### src/rtl/lgst_pkg.sv
// Shared constants, types and fixed-point helpers for the log Stirling table.
// No dependencies; used by every module under rtl/.
`default_nettype none
package lgst_pkg;

  // value format: signed Q15.16 in 32 bits, ln(0) as the most negative code
  localparam int FRAC_BITS = 16;
  localparam int Q_SHIFT   = 30 - FRAC_BITS;
  localparam int LN_W      = 40;                  // signed Q30 result of the ln unit
  localparam int TERM_W    = 31;                  // Taylor term, up to 1.0 in Q30
  localparam int DEN_W     = 4;                   // Taylor divisor, 1..12
  localparam int TAYLOR_TERMS = 12;
  localparam int D_W       = FRAC_BITS + 5;       // clipped difference, up to 16.0

  localparam int DEF_MAX_ROWS = 256;
  localparam int DEF_MAX_COLS = 64;

  localparam logic [30:0] ONE_Q30  = 31'h4000_0000;
  localparam logic [29:0] HALF_Q30 = 30'h2000_0000;
  localparam logic [29:0] LN2_Q30  = 30'd744261118;
  localparam logic [29:0] EM1_Q30  = 30'd395007542;
  localparam logic [D_W-1:0] CLIP_D = D_W'(16) << FRAC_BITS;

  localparam logic signed [31:0] NEG_CODE = 32'sh8000_0000;
  localparam logic signed [40:0] CODE_MAX = 41'sd2147483647;
  localparam logic signed [40:0] CODE_MIN = -41'sd2147483647;

  localparam logic OP_BUILD = 1'b0;
  localparam logic OP_QUERY = 1'b1;

  localparam logic [1:0] REG_DISCOUNT = 2'd0;
  localparam logic [1:0] REG_ROWS     = 2'd1;
  localparam logic [1:0] REG_COLS     = 2'd2;

  // Q30 to FRAC_BITS, rounding half away from zero
  function automatic logic signed [LN_W-1:0] q30_to_frac(input logic signed [LN_W-1:0] v);
    logic signed [LN_W-1:0] half;
    half = LN_W'(1) <<< (Q_SHIFT - 1);
    if (v >= 0) return (v + half) >>> Q_SHIFT;
    return -((-v + half) >>> Q_SHIFT);
  endfunction

  function automatic logic signed [31:0] sat32(input logic signed [40:0] v);
    if (v > CODE_MAX) return 32'sh7fff_ffff;
    if (v < CODE_MIN) return 32'sh8000_0001;
    return v[31:0];
  endfunction

endpackage
`default_nettype wire

### src/rtl/lgst_div.sv
// Divide-by-small-constant unit for the Taylor terms: reciprocal multiply, registered quotient.
// Depends on lgst_pkg for the operand widths; numerators stay below 2^30.
`default_nettype none
module lgst_div (
  input  wire logic                          clk,
  input  wire logic                          rst,
  input  wire logic                          start,
  input  wire logic [lgst_pkg::TERM_W-1:0]   num,
  input  wire logic [lgst_pkg::DEN_W-1:0]    den,
  output logic                               done,
  output logic [lgst_pkg::TERM_W-1:0]        quot
);
  localparam int TW = lgst_pkg::TERM_W;
  localparam int RS = 33;
  localparam int PW = TW + 34;

  logic [33:0]   recip;
  logic [PW-1:0] prod;

  // ceil(2^33 / den); the error term stays below 2^33 / num, so the floor is exact
  always_comb begin
    case (den)
      4'd1:    recip = 34'd8589934592;
      4'd2:    recip = 34'd4294967296;
      4'd3:    recip = 34'd2863311531;
      4'd4:    recip = 34'd2147483648;
      4'd5:    recip = 34'd1717986919;
      4'd6:    recip = 34'd1431655766;
      4'd7:    recip = 34'd1227133514;
      4'd8:    recip = 34'd1073741824;
      4'd9:    recip = 34'd954437177;
      4'd10:   recip = 34'd858993460;
      4'd11:   recip = 34'd780903145;
      4'd12:   recip = 34'd715827883;
      default: recip = '0;
    endcase
    prod = PW'(num) * PW'(recip);
  end

  always_ff @(posedge clk) begin
    if (rst) begin
      done <= 1'b0;
    end else begin
      done <= start;
      if (start) quot <= TW'(prod >> RS);
    end
  end
endmodule
`default_nettype wire

### config.mk
export PLATFORM = sky130hd
export DESIGN_NAME = lgst_div
export DESIGN_NICKNAME = d
export VERILOG_FILES = /design/src/rtl/lgst_pkg.sv /design/src/rtl/lgst_div.sv
export SDC_FILE = /design/constraint.sdc
export NUM_CORES = 2
export LEC_CHECK = 0
export BUFFER_PORTS_ARGS = -buffer_cell sky130_fd_sc_hd__buf_2
export CORE_ASPECT_RATIO = 1.25
export CORE_MARGIN = 2
export CORE_UTILIZATION = 55
export CTS_BUF_LIST = sky130_fd_sc_hd__clkbuf_2
export DETAILED_ROUTE_END_ITERATION = 8
export PLACE_DENSITY = 0.82
export SYNTH_ARGS = -nofsm -noshare
export SYNTH_HDL_FRONTEND = slang
export SYNTH_SLANG_ARGS = --single-unit
export TNS_END_PERCENT = 10
### constraint.sdc
create_clock -name clk -period 11.2 [get_ports clk]
set_input_delay 0.56 -clock clk [delete_from_list [all_inputs] [get_ports clk]]
set_output_delay 0.56 -clock clk [all_outputs]
set_load 0.02 [all_outputs]
==> key figures <==
Clocking
  – Count of hold-fix buffers inserted at cts: 0
  – TritonCTS clock tree: done
  – Longest Clk Path Bufs: 2
  – Clock Root Buffer: clkbuf_2
  – CTS buffer count: 5
  – CTS clk-pin slew, worst paths: 0.21 ns
  – Sinks on the clock net: 32
  – PostCTS Resize Cnt: 0
  – Number of levels in the clock H-tree: 2
  – Setup Buffers After CTS: 0

Yosys
  – Post-Synthesis Cells: 3356
  – Net count of the mapped netlist: 4560
  – Synth Cell Area: 32400 sq um
  – Async set-or-reset flop fraction in the synthesized netlist: 0%
  – Number of flip-flops and latches in the synthesized netlist: 32
  – Post-synth cell types: 66
  – Post-synthesis area per instance: 9.654 sq um
  – Post-synth EDFFs: 31
  – Top_reg_cell synth: edfxtp_1
  – Count of warnings emitted by yosys: 0
  – Fraction of the yosys area taken by sequential cells: 2.935%

Timing
  – Slew at the pin with the worst max-slew slack: 1.107 ns
  – Post-route clock period utilization: 89.06%
  – Final-report hold violation count: 0
  – Worst slew margin: 26.10%
  – Total negative setup slack: 0 ns
  – Final Max Slew Viols: 0
  – Worst hold slack: 0.2972 ns
  – Fmax: 0.1003 GHz
  – Minimum period implied by the final worst setup slack: 9.975 ns
  – RSZ-0062 raised after global routing: no
  – Fin worst setup slack: 1.225 ns
  – # setup viols final: 0

Floorplan
  – Effective utilization at floorplan: 55.53%
  – Core Region: 58340 sq um
  – Die footprint: 60880 sq um
  – Floorplan die height: 275.4 um
  – I/O pin count: 70
  – Die X-Extent: 221.1 um
  – Placement Rows: 99

Routing
  – Routed WL per cell: 24.99 um
  – Final ANT Viol Nets: 0
  – Iteration count of the initial detailed-routing pass: 9
  – Vias: 23970
  – First-iteration detailed-routing DRC count: 2249
  – Vias/cell: 5.864
  – Total routed wirelength: 102.1 mm
  – Residual DRC count: 0

Global route
  – Remaining Overflow, GRT: 0
  – Maximum number of pins on one net before global-route repair: 33
  – Vias in the first global route: 26470
  – Combined global-route utilization of all metal layers: 35.02%
  – Wire length of the first global-routing pass: 156.8 mm
  – Antenna violations before repair: 3

Worst setup path
  – Sum of buffers and inverters on the critical path: 8
  – Library cell contributing the largest single delay on the critical path: ha_1
  – Setup crit start kind: input port
  – Critical path's largest stage delay: 0.69 ns
  – CP most frequent cell: fa_1
  – Cell type group with the largest total delay on the critical path: adder cells
  – Category of the worst setup path capture point: flip-flop
  – Critical Path RT: 11.41 ns
  – CP Data Arrival Time: 10.19 ns
  – Classification of the worst setup path: in2reg
  – Worst-path fanout max: 19

Finish
  – Number of inserted filler cells in the final layout: 4932
  – Syn-to-layout area delta: 3.622%
  – Final layout net count: 4528
  – Share of layout cells above drive strength 1: 4.271%
  – End-of-flow core utilization: 57.54%

Outcome
  – Outcome: completed

Placement
  – Final GP Congestion: 1.006
  – Input/output buffers: 69
  – Detailed-placement wirelength estimate: 82.96 mm
  – Worst slack at placement: 0.9054 ns

Min path
  – Min-delay worst type: in2reg

Job
  – Max-cap viol count: 0
==> cell type report <==
class	count	area [sq um]	share of cell area [%]
multi-input cells	2259	27510	81.95
repair buffers	105	628.1	1.871
diodes	5	12.51	0.03727
flip-flops and latches	32	950.9	2.832
clock inverters	2	35.03	0.1044
clock buffers	6	30.03	0.08945
well taps	757	947.2	2.821
inverters	921	3457	10.30
==> cells in the final DEF, fill, tap and decap left out, types with 3 or more instances in the layout <==
| master | n |
|---|---|
| inv_1 | 921 |
| fa_1 | 912 |
| and2_1 | 399 |
| nand2_1 | 367 |
| ha_1 | 254 |
| buf_2 | 69 |
| a21oi_1 | 58 |
| buf_4 | 35 |
| edfxtp_1 | 31 |
| o21ai_0 | 25 |
| xnor2_1 | 24 |
| nor2_1 | 23 |
| a21o_1 | 21 |
| and3_1 | 20 |
| nand3_1 | 18 |
| xor2_1 | 12 |
| nand4_1 | 11 |
| nor3_1 | 8 |
| o21bai_1 | 8 |
| a211oi_1 | 7 |
| nand2b_1 | 6 |
| a21oi_2 | 6 |
| nor2b_1 | 6 |
| clkbuf_2 | 6 |
| diode_2 | 5 |
| o21a_1 | 5 |
| a31oi_1 | 5 |
| o21ai_2 | 4 |
| nor2b_2 | 3 |
| or3_1 | 3 |
| and4_1 | 3 |
| a21boi_0 | 3 |
==> final timing paths <==
check	startpoint	to	slack [ns]	depth (start not counted)
min	rst	done	0.30	2
max	den[0]	quot[24]	1.23	30
==> Yosys cell counts (3+ instances only) <==
library cell,number,share of area [%]
nor2b_1,8,0.15
and4_1,3,0.081
a211oi_1,7,0.16
a21oi_1,63,0.97
xor2_1,12,0.32
o21ai_0,29,0.45
o21a_1,5,0.12
or3_1,3,0.058
and2_1,399,7.7
ha_1,254,9.8
edfxtp_1,31,2.9
clkbuf_1,141,1.6
fa_1,912,56
a31oi_1,6,0.12
inv_1,921,11
a21o_1,21,0.49
nor2_1,24,0.28
nand3_1,18,0.28
nor3_1,8,0.12
a21boi_0,3,0.070
nand4_1,11,0.21
o21bai_1,9,0.21
and3_1,20,0.39
xnor2_1,24,0.65
nand2_1,368,4.3
nand2b_1,6,0.12
==> registers in the layout (all words and copies together) (netlist names) <==
name  cells
done      1
quot     31
==> through the flow <==
stage                     instances  cell area [sq um]
final                          4087              33570
after global routing           4083              33560
after CTS                      4082              33560
after detailed placement       4074              33490
after global placement         4074              33490
after floorplan                3356              32400
==> metal layers <==
metal / share of wire [%] / up-vias / GRT usage, % / routed length (um)
li1: - / 9629 / - / -
met1: 32 / 12100 / 41.21 / 32920
met2: 46 / 1672 / 55.93 / 46970
met3: 11 / 567 / 7.377 / 11110
met4: 11 / 0 / 28.89 / 11110
met5: 0 / - / 0 / 0
==> logic make-up after synthesis <==
family,Yosys count,share of synthesized area (%)
XOR/XNOR,36,0.9732
AND/OR/NAND/NOR,881,13.98
buffers and inverters,1065,12.35
multiplexers,1,0.06951
AO/OA/AOI/OAI,175,3.530
adder cells (fa/ha/maj),1166,66.16
flip-flops,32,2.935
Power is not shown: default switching activity piles up to over one toggle a cycle in this logic, so the estimate is an artifact.
