<file path="src/rtl/lgst_pkg.sv">
// Shared constants, types and fixed-point helpers for the log Stirling table.
// No dependencies; used by every module under rtl/.
`default_nettype none
package lgst_pkg;

  // value format: signed Q15.16 in 32 bits, ln(0) as the most negative code
  localparam int FRAC_BITS = 16;
  localparam int Q_SHIFT   = 30 - FRAC_BITS;
  localparam int LN_W      = 40;                  // signed Q30 result of the ln unit
  localparam int TERM_W    = 31;                  // Taylor term, up to 1.0 in Q30
  localparam int DEN_W     = 4;                   // Taylor divisor, 1..12
  localparam int TAYLOR_TERMS = 12;
  localparam int D_W       = FRAC_BITS + 5;       // clipped difference, up to 16.0

  localparam int DEF_MAX_ROWS = 256;
  localparam int DEF_MAX_COLS = 64;

  localparam logic [30:0] ONE_Q30  = 31'h4000_0000;
  localparam logic [29:0] HALF_Q30 = 30'h2000_0000;
  localparam logic [29:0] LN2_Q30  = 30'd744261118;
  localparam logic [29:0] EM1_Q30  = 30'd395007542;
  localparam logic [D_W-1:0] CLIP_D = D_W'(16) << FRAC_BITS;

  localparam logic signed [31:0] NEG_CODE = 32'sh8000_0000;
  localparam logic signed [40:0] CODE_MAX = 41'sd2147483647;
  localparam logic signed [40:0] CODE_MIN = -41'sd2147483647;

  localparam logic OP_BUILD = 1'b0;
  localparam logic OP_QUERY = 1'b1;

  localparam logic [1:0] REG_DISCOUNT = 2'd0;
  localparam logic [1:0] REG_ROWS     = 2'd1;
  localparam logic [1:0] REG_COLS     = 2'd2;

  // Q30 to FRAC_BITS, rounding half away from zero
  function automatic logic signed [LN_W-1:0] q30_to_frac(input logic signed [LN_W-1:0] v);
    logic signed [LN_W-1:0] half;
    half = LN_W'(1) <<< (Q_SHIFT - 1);
    if (v >= 0) return (v + half) >>> Q_SHIFT;
    return -((-v + half) >>> Q_SHIFT);
  endfunction

  function automatic logic signed [31:0] sat32(input logic signed [40:0] v);
    if (v > CODE_MAX) return 32'sh7fff_ffff;
    if (v < CODE_MIN) return 32'sh8000_0001;
    return v[31:0];
  endfunction

endpackage
`default_nettype wire

</file>
<file path="src/rtl/lgst_ln.sv">
// Natural log unit: normalize, 30 squaring rounds for the log2 fraction, scale by ln2.
// Depends on lgst_pkg; result is signed Q30.
`default_nettype none
module lgst_ln (
  input  wire logic                               clk,
  input  wire logic                               rst,
  input  wire logic                               start,
  input  wire logic [31:0]                        x,
  input  wire logic [4:0]                         xfrac,
  output logic                                    done,
  output logic signed [lgst_pkg::LN_W-1:0]        result
);
  typedef enum logic [2:0] {L_IDLE, L_NORM, L_SQ, L_FRAC, L_SUM} ln_state_t;

  ln_state_t   state;
  logic [31:0] xs;
  logic [5:0]  p;
  logic [4:0]  xf;
  logic [30:0] m;
  logic [29:0] frac;
  logic [29:0] fr;
  logic [4:0]  cnt;

  logic [61:0] sq;
  logic [31:0] mm;
  logic [59:0] fp;
  logic signed [6:0]  pe;
  logic signed [39:0] ip;

  always_comb begin
    sq = 62'(m) * 62'(m);
    mm = sq[61:30];
    fp = 60'(frac) * 60'(lgst_pkg::LN2_Q30) + 60'(lgst_pkg::HALF_Q30);
    pe = $signed({1'b0, p}) - $signed({2'b0, xf});
    ip = 40'(pe) * $signed({10'b0, lgst_pkg::LN2_Q30});
  end

  always_ff @(posedge clk) begin
    if (rst) begin
      state <= L_IDLE;
      done  <= 1'b0;
    end else begin
      done <= 1'b0;
      unique case (state)
        L_IDLE: begin
          if (start) begin
            xs    <= x;
            p     <= 6'd31;
            xf    <= xfrac;
            state <= L_NORM;
          end
        end
        L_NORM: begin
          if (xs[31] || p == 6'd0) begin
            m     <= xs[31:1];
            frac  <= '0;
            cnt   <= '0;
            state <= L_SQ;
          end else begin
            xs <= {xs[30:0], 1'b0};
            p  <= p - 6'd1;
          end
        end
        L_SQ: begin
          frac <= {frac[28:0], mm[31]};
          m    <= mm[31] ? mm[31:1] : mm[30:0];
          cnt  <= cnt + 5'd1;
          if (cnt == 5'd29) state <= L_FRAC;
        end
        L_FRAC: begin
          fr    <= fp[59:30];
          state <= L_SUM;
        end
        L_SUM: begin
          result <= ip + $signed({10'b0, fr});
          done   <= 1'b1;
          state  <= L_IDLE;
        end
        default: state <= L_IDLE;
      endcase
    end
  end
endmodule
`default_nettype wire

</file>
<file path="config.mk">
export PLATFORM = sky130hd
export DESIGN_NAME = lgst_ln
export DESIGN_NICKNAME = d
export VERILOG_FILES = /design/src/rtl/lgst_pkg.sv /design/src/rtl/lgst_ln.sv
export SDC_FILE = /design/constraint.sdc
export NUM_CORES = 2
export LEC_CHECK = 0
export ABC_AREA = 1
export BUFFER_PORTS_ARGS = -buffer_cell sky130_fd_sc_hd__buf_2
export CAP_MARGIN = 0
export CELL_PAD_IN_SITES_DETAIL_PLACEMENT = 1
export CELL_PAD_IN_SITES_GLOBAL_PLACEMENT = 2
export CORE_MARGIN = 2
export CORE_UTILIZATION = 41
export CTS_CLUSTER_DIAMETER = 30
export CTS_CLUSTER_SIZE = 20
export DETAILED_ROUTE_END_ITERATION = 8
export HOLD_SLACK_MARGIN = 0.05
export PLACE_DENSITY = 0.86
export SKIP_CTS_REPAIR_TIMING = 1
export SLEW_MARGIN = 20
export SYNTH_ARGS = -nofsm -noshare
export SYNTH_HDL_FRONTEND = slang
export SYNTH_SLANG_ARGS = --single-unit
</file>
<file path="constraint.sdc">
create_clock -name clk -period 10.15 [get_ports clk]
set_clock_uncertainty 0.1 [all_clocks]
set_input_delay 0 -clock clk [delete_from_list [all_inputs] [get_ports clk]]
set_output_delay 0 -clock clk [all_outputs]
set_load 0.02 [all_outputs]
</file>
==> implementation parameters <==
Parameter                              Value

Run status
  Run status ... finished clean

Critical path
  Critical path data required time ... 10.40 ns
  Most common cell type on the critical path ... fa_1
  Endpoint arrival time on the critical path ... 9.30 ns
  Maximum net fanout on the critical path ... 20
  Register-to-register setup slack ... 1.10 ns
  Kind of cell adding the most delay to the critical path ... adder cells
  Number of buffers and inverters on the critical path ... 5
  Critical path capture point type ... register
  Slowest stage cell, crit path ... edfxtp_1
  Kind of start point of the critical path ... register
  Critical Setup Path Class ... reg2reg
  Slowest stage delay, CP ... 0.86 ns

Yosys
  Syn nets ... 8996
  Fraction of the yosys area taken by sequential cells ... 0.0934
  Asr flop ratio synth ... 0
  Total standard cell area after synthesis ... 58100 um^2
  Post-synthesis cell type with the largest combined area ... fa_1
  Mean instance size in the synthesized netlist ... 8.16 um^2
  Number of standard cells after synthesis ... 7123
  Yosys cell types ... 46
  EDFF count, synth ... 178
  Top area cells in the synthesized netlist ... fa_1 (39%), ha_1 (15%), inv_1 (13%)
  Area fraction of the dominant cell type after synthesis ... 0.387
  Seq cells post-synth ... 182
  Yosys warning total ... 0
  Top flip-flop cell by instance count after synthesis ... edfxtp_1

Timing
  Worst path setup slack after routing ... 1.10 ns
  Headroom to the max-slew limit ... 0.243
  Highest Clock Rate ... 110 MHz
  Final Hold Fails ... 0
  Minimum clock period after layout ... 9.05 ns
  Unrepaired setup endpoints after global routing ... false
  Slew at the pin with the worst max-slew slack ... 1.13 ns
  Final total negative setup slack ... 0 ns
  Pins Over Slew Limit ... 0
  Final setup violation count ... 0
  Portion of the clock cycle consumed by the worst path in the final layout ... 0.892

Floorplanning
  Vertical die dimension ... 380 um
  Area of the core ... 141000 um^2
  Std-Cell Rows ... 138
  Overall die area ... 145000 um^2
  Horizontal die dimension ... 380 um
  I/O pins ... 81
  Starting Density ... 0.412

Layout
  Area grow syn2layout ... 6.55%
  Post-layout nets ... 9076
  Fraction of layout cells with a size suffix above 1 ... 0.0407
  Fill cell instance count of the final layout ... 17200

Routing
  1st-iter DRT viols ... 2575
  Via Count ... 45700
  Pre-Repair DR Iteration Count ... 6
  Mean number of vias per cell ... 5.02
  DRC violation count after routing ... 0
  Routed length per instance ... 20.9 um
  Total length of routed wires ... 190000 um
  Antenna-violating nets left ... 0

Clock tree
  CTS Sinks ... 182
  Clk buf depth ... 2
  Clock tree from TritonCTS ... done
  CTS clk-pin slew, worst paths ... 0.09 ns
  Clock H-tree levels ... 4
  Root buffer cell ... clkbuf_16
  Clk Latency, worst-skew pair ... 0.51 ns
  Clock buffer count from CTS ... 17

Placed design
  DP HPWL ... 165000 um
  Port bufs ... 80
  Final Wtd Congestion ... 0.940
  Setup WS pre-CTS ... 1.20 ns

Global route
  Global-route wire length before repair ... 301000 um
  Pin count of the biggest net entering global routing ... 67
  Initial antenna violation count ... 14
  Global router's overall resource usage ... 0.271
  Vias in the first global route ... 52700
  Global route overflow ... 0

Worst hold path
  Min-delay worst type ... in2reg

Job
  Number of maximum-capacitance constraint violations ... 0
-- kinds of logic (layout without fill, tap and decap cells) --
logic type | count (synthesis) | after routing | share of synthesized area
other cells | 0 | 1 | 0
compound gates | 408 | 408 | 0.0391
xor+xnor | 123 | 123 | 0.0187
fa+ha+maj | 1833 | 1833 | 0.540
simple gates | 2346 | 2346 | 0.165
flops | 182 | 182 | 0.0934
buf+inv | 2231 | 2324 | 0.144
-- stage by stage --
| step | instance area [um^2] | utilization | cells | hold WS (ns) |
|---|---|---|---|---|
| finish | 61900 | 0.439 | 9107 | 0.195 |
| floorplan | 58100 | - | 7123 | -0.00113 |
| global placement | 60900 | 0.432 | 9032 | 0.159 |
| detailed placement | 60900 | 0.432 | 9033 | 0.149 |
| CTS | 61500 | 0.436 | 9065 | -0.386 |
| global route | 61900 | 0.439 | 9106 | 0.177 |
-- cells in the final DEF, fill, tap and decap left out, types with 38 or more instances in the layout --
| cell | Yosys | layout |
|---|---|---|
| buf_2 | 5 | 80 |
| edfxtp_1 | 178 | 178 |
| xor2_1 | 79 | 79 |
| o21ai_0 | 109 | 109 |
| nand4_1 | 38 | 38 |
| xnor2_1 | 43 | 43 |
| ha_1 | 711 | 711 |
| buf_4 | 3 | 64 |
| nand2_1 | 1605 | 1605 |
| nand3_1 | 195 | 195 |
| nor2_1 | 352 | 350 |
| fa_1 | 1122 | 1122 |
| dlygate4sd3_1 | 0 | 39 |
| a21oi_1 | 203 | 203 |
| inv_1 | 2088 | 2087 |
-- final timing paths --
check	from	end	cells after the start
setup / recovery	m[10]	m[18]	27
hold reg to reg	fr[0]	result[0]	0
hold / removal	xfrac[1]	xf[1]	2
setup reg to reg	m[10]	m[18]	27
-- Yosys cell counts, types with 2 or more instances --
cell         n
and3_1       3
nor2_2      34
o21a_1      11
o21ai_0    109
o21bai_1    22
nand2_2     35
a21oi_1    203
xnor2_1     43
xor2_1      79
nand2_1   1605
nor3_1      30
o211ai_1     5
buf_4        3
and2_1       9
nand3_2      4
nor4_1      11
inv_1     2088
edfxtp_1   178
buf_1        6
or2_2        5
a21boi_1     2
nand4_1     38
a211oi_1     5
fa_1      1122
dfxtp_1      4
clkbuf_1   111
nor3_2       7
o31ai_1      3
a21o_1      18
a31oi_1     14
o221ai_1     2
nand3_1    195
inv_2       17
a21boi_0    10
ha_1       711
nor2_1     352
nor2_4       6
nand3b_1    11
buf_2        5
-- sequential cells by signal, indices dropped and copies added (netlist names) --
name,flops
done,1
state,3
result,39
xf,5
cnt,5
xs,32
m,31
frac,30
p,6
fr,30
-- area by class of cell --
| class | instances | area (um^2) | share of cell area |
|---|---|---|---|
| diodes | 1 | 2.50 | 0.0000404 |
| clock buffers | 18 | 429 | 0.00693 |
| clock inverters | 14 | 134 | 0.00216 |
| inverters | 2106 | 7910 | 0.128 |
| multi-input cells | 4710 | 44300 | 0.716 |
| flip-flops and latches | 182 | 5430 | 0.0876 |
| well taps | 1890 | 2360 | 0.0382 |
| repair buffers | 186 | 1320 | 0.0213 |
-- per-layer routing --
layer  share of wire  GRT usage
met1            0.43      0.355
met2            0.50      0.478
met3           0.043     0.0310
met4           0.027     0.0647
met5         0.00027          0
-- worst reg2reg max path, cell delays in order, from the launching register on --
cell	delay, ns
edfxtp_1	0.86
buf_4	0.53
nand2_1	0.19
fa_1	0.56
inv_1	0.07
fa_1	0.50
inv_1	0.05
fa_1	0.51
fa_1	0.56
inv_1	0.07
fa_1	0.56
fa_1	0.44
fa_1	0.54
fa_1	0.46
ha_1	0.33
a21oi_1	0.19
o21ai_0	0.19
a21oi_1	0.38
a21boi_1	0.22
o21ai_1	0.19
nand3_1	0.18
nand2_1	0.09
nand2_1	0.07
nand2_1	0.23
nor2_1	0.40
buf_4	0.29
nand2_1	0.09
nand3_1	0.09
Power is not shown: default switching activity piles up to over one toggle a cycle in this logic, so the estimate is an artifact.
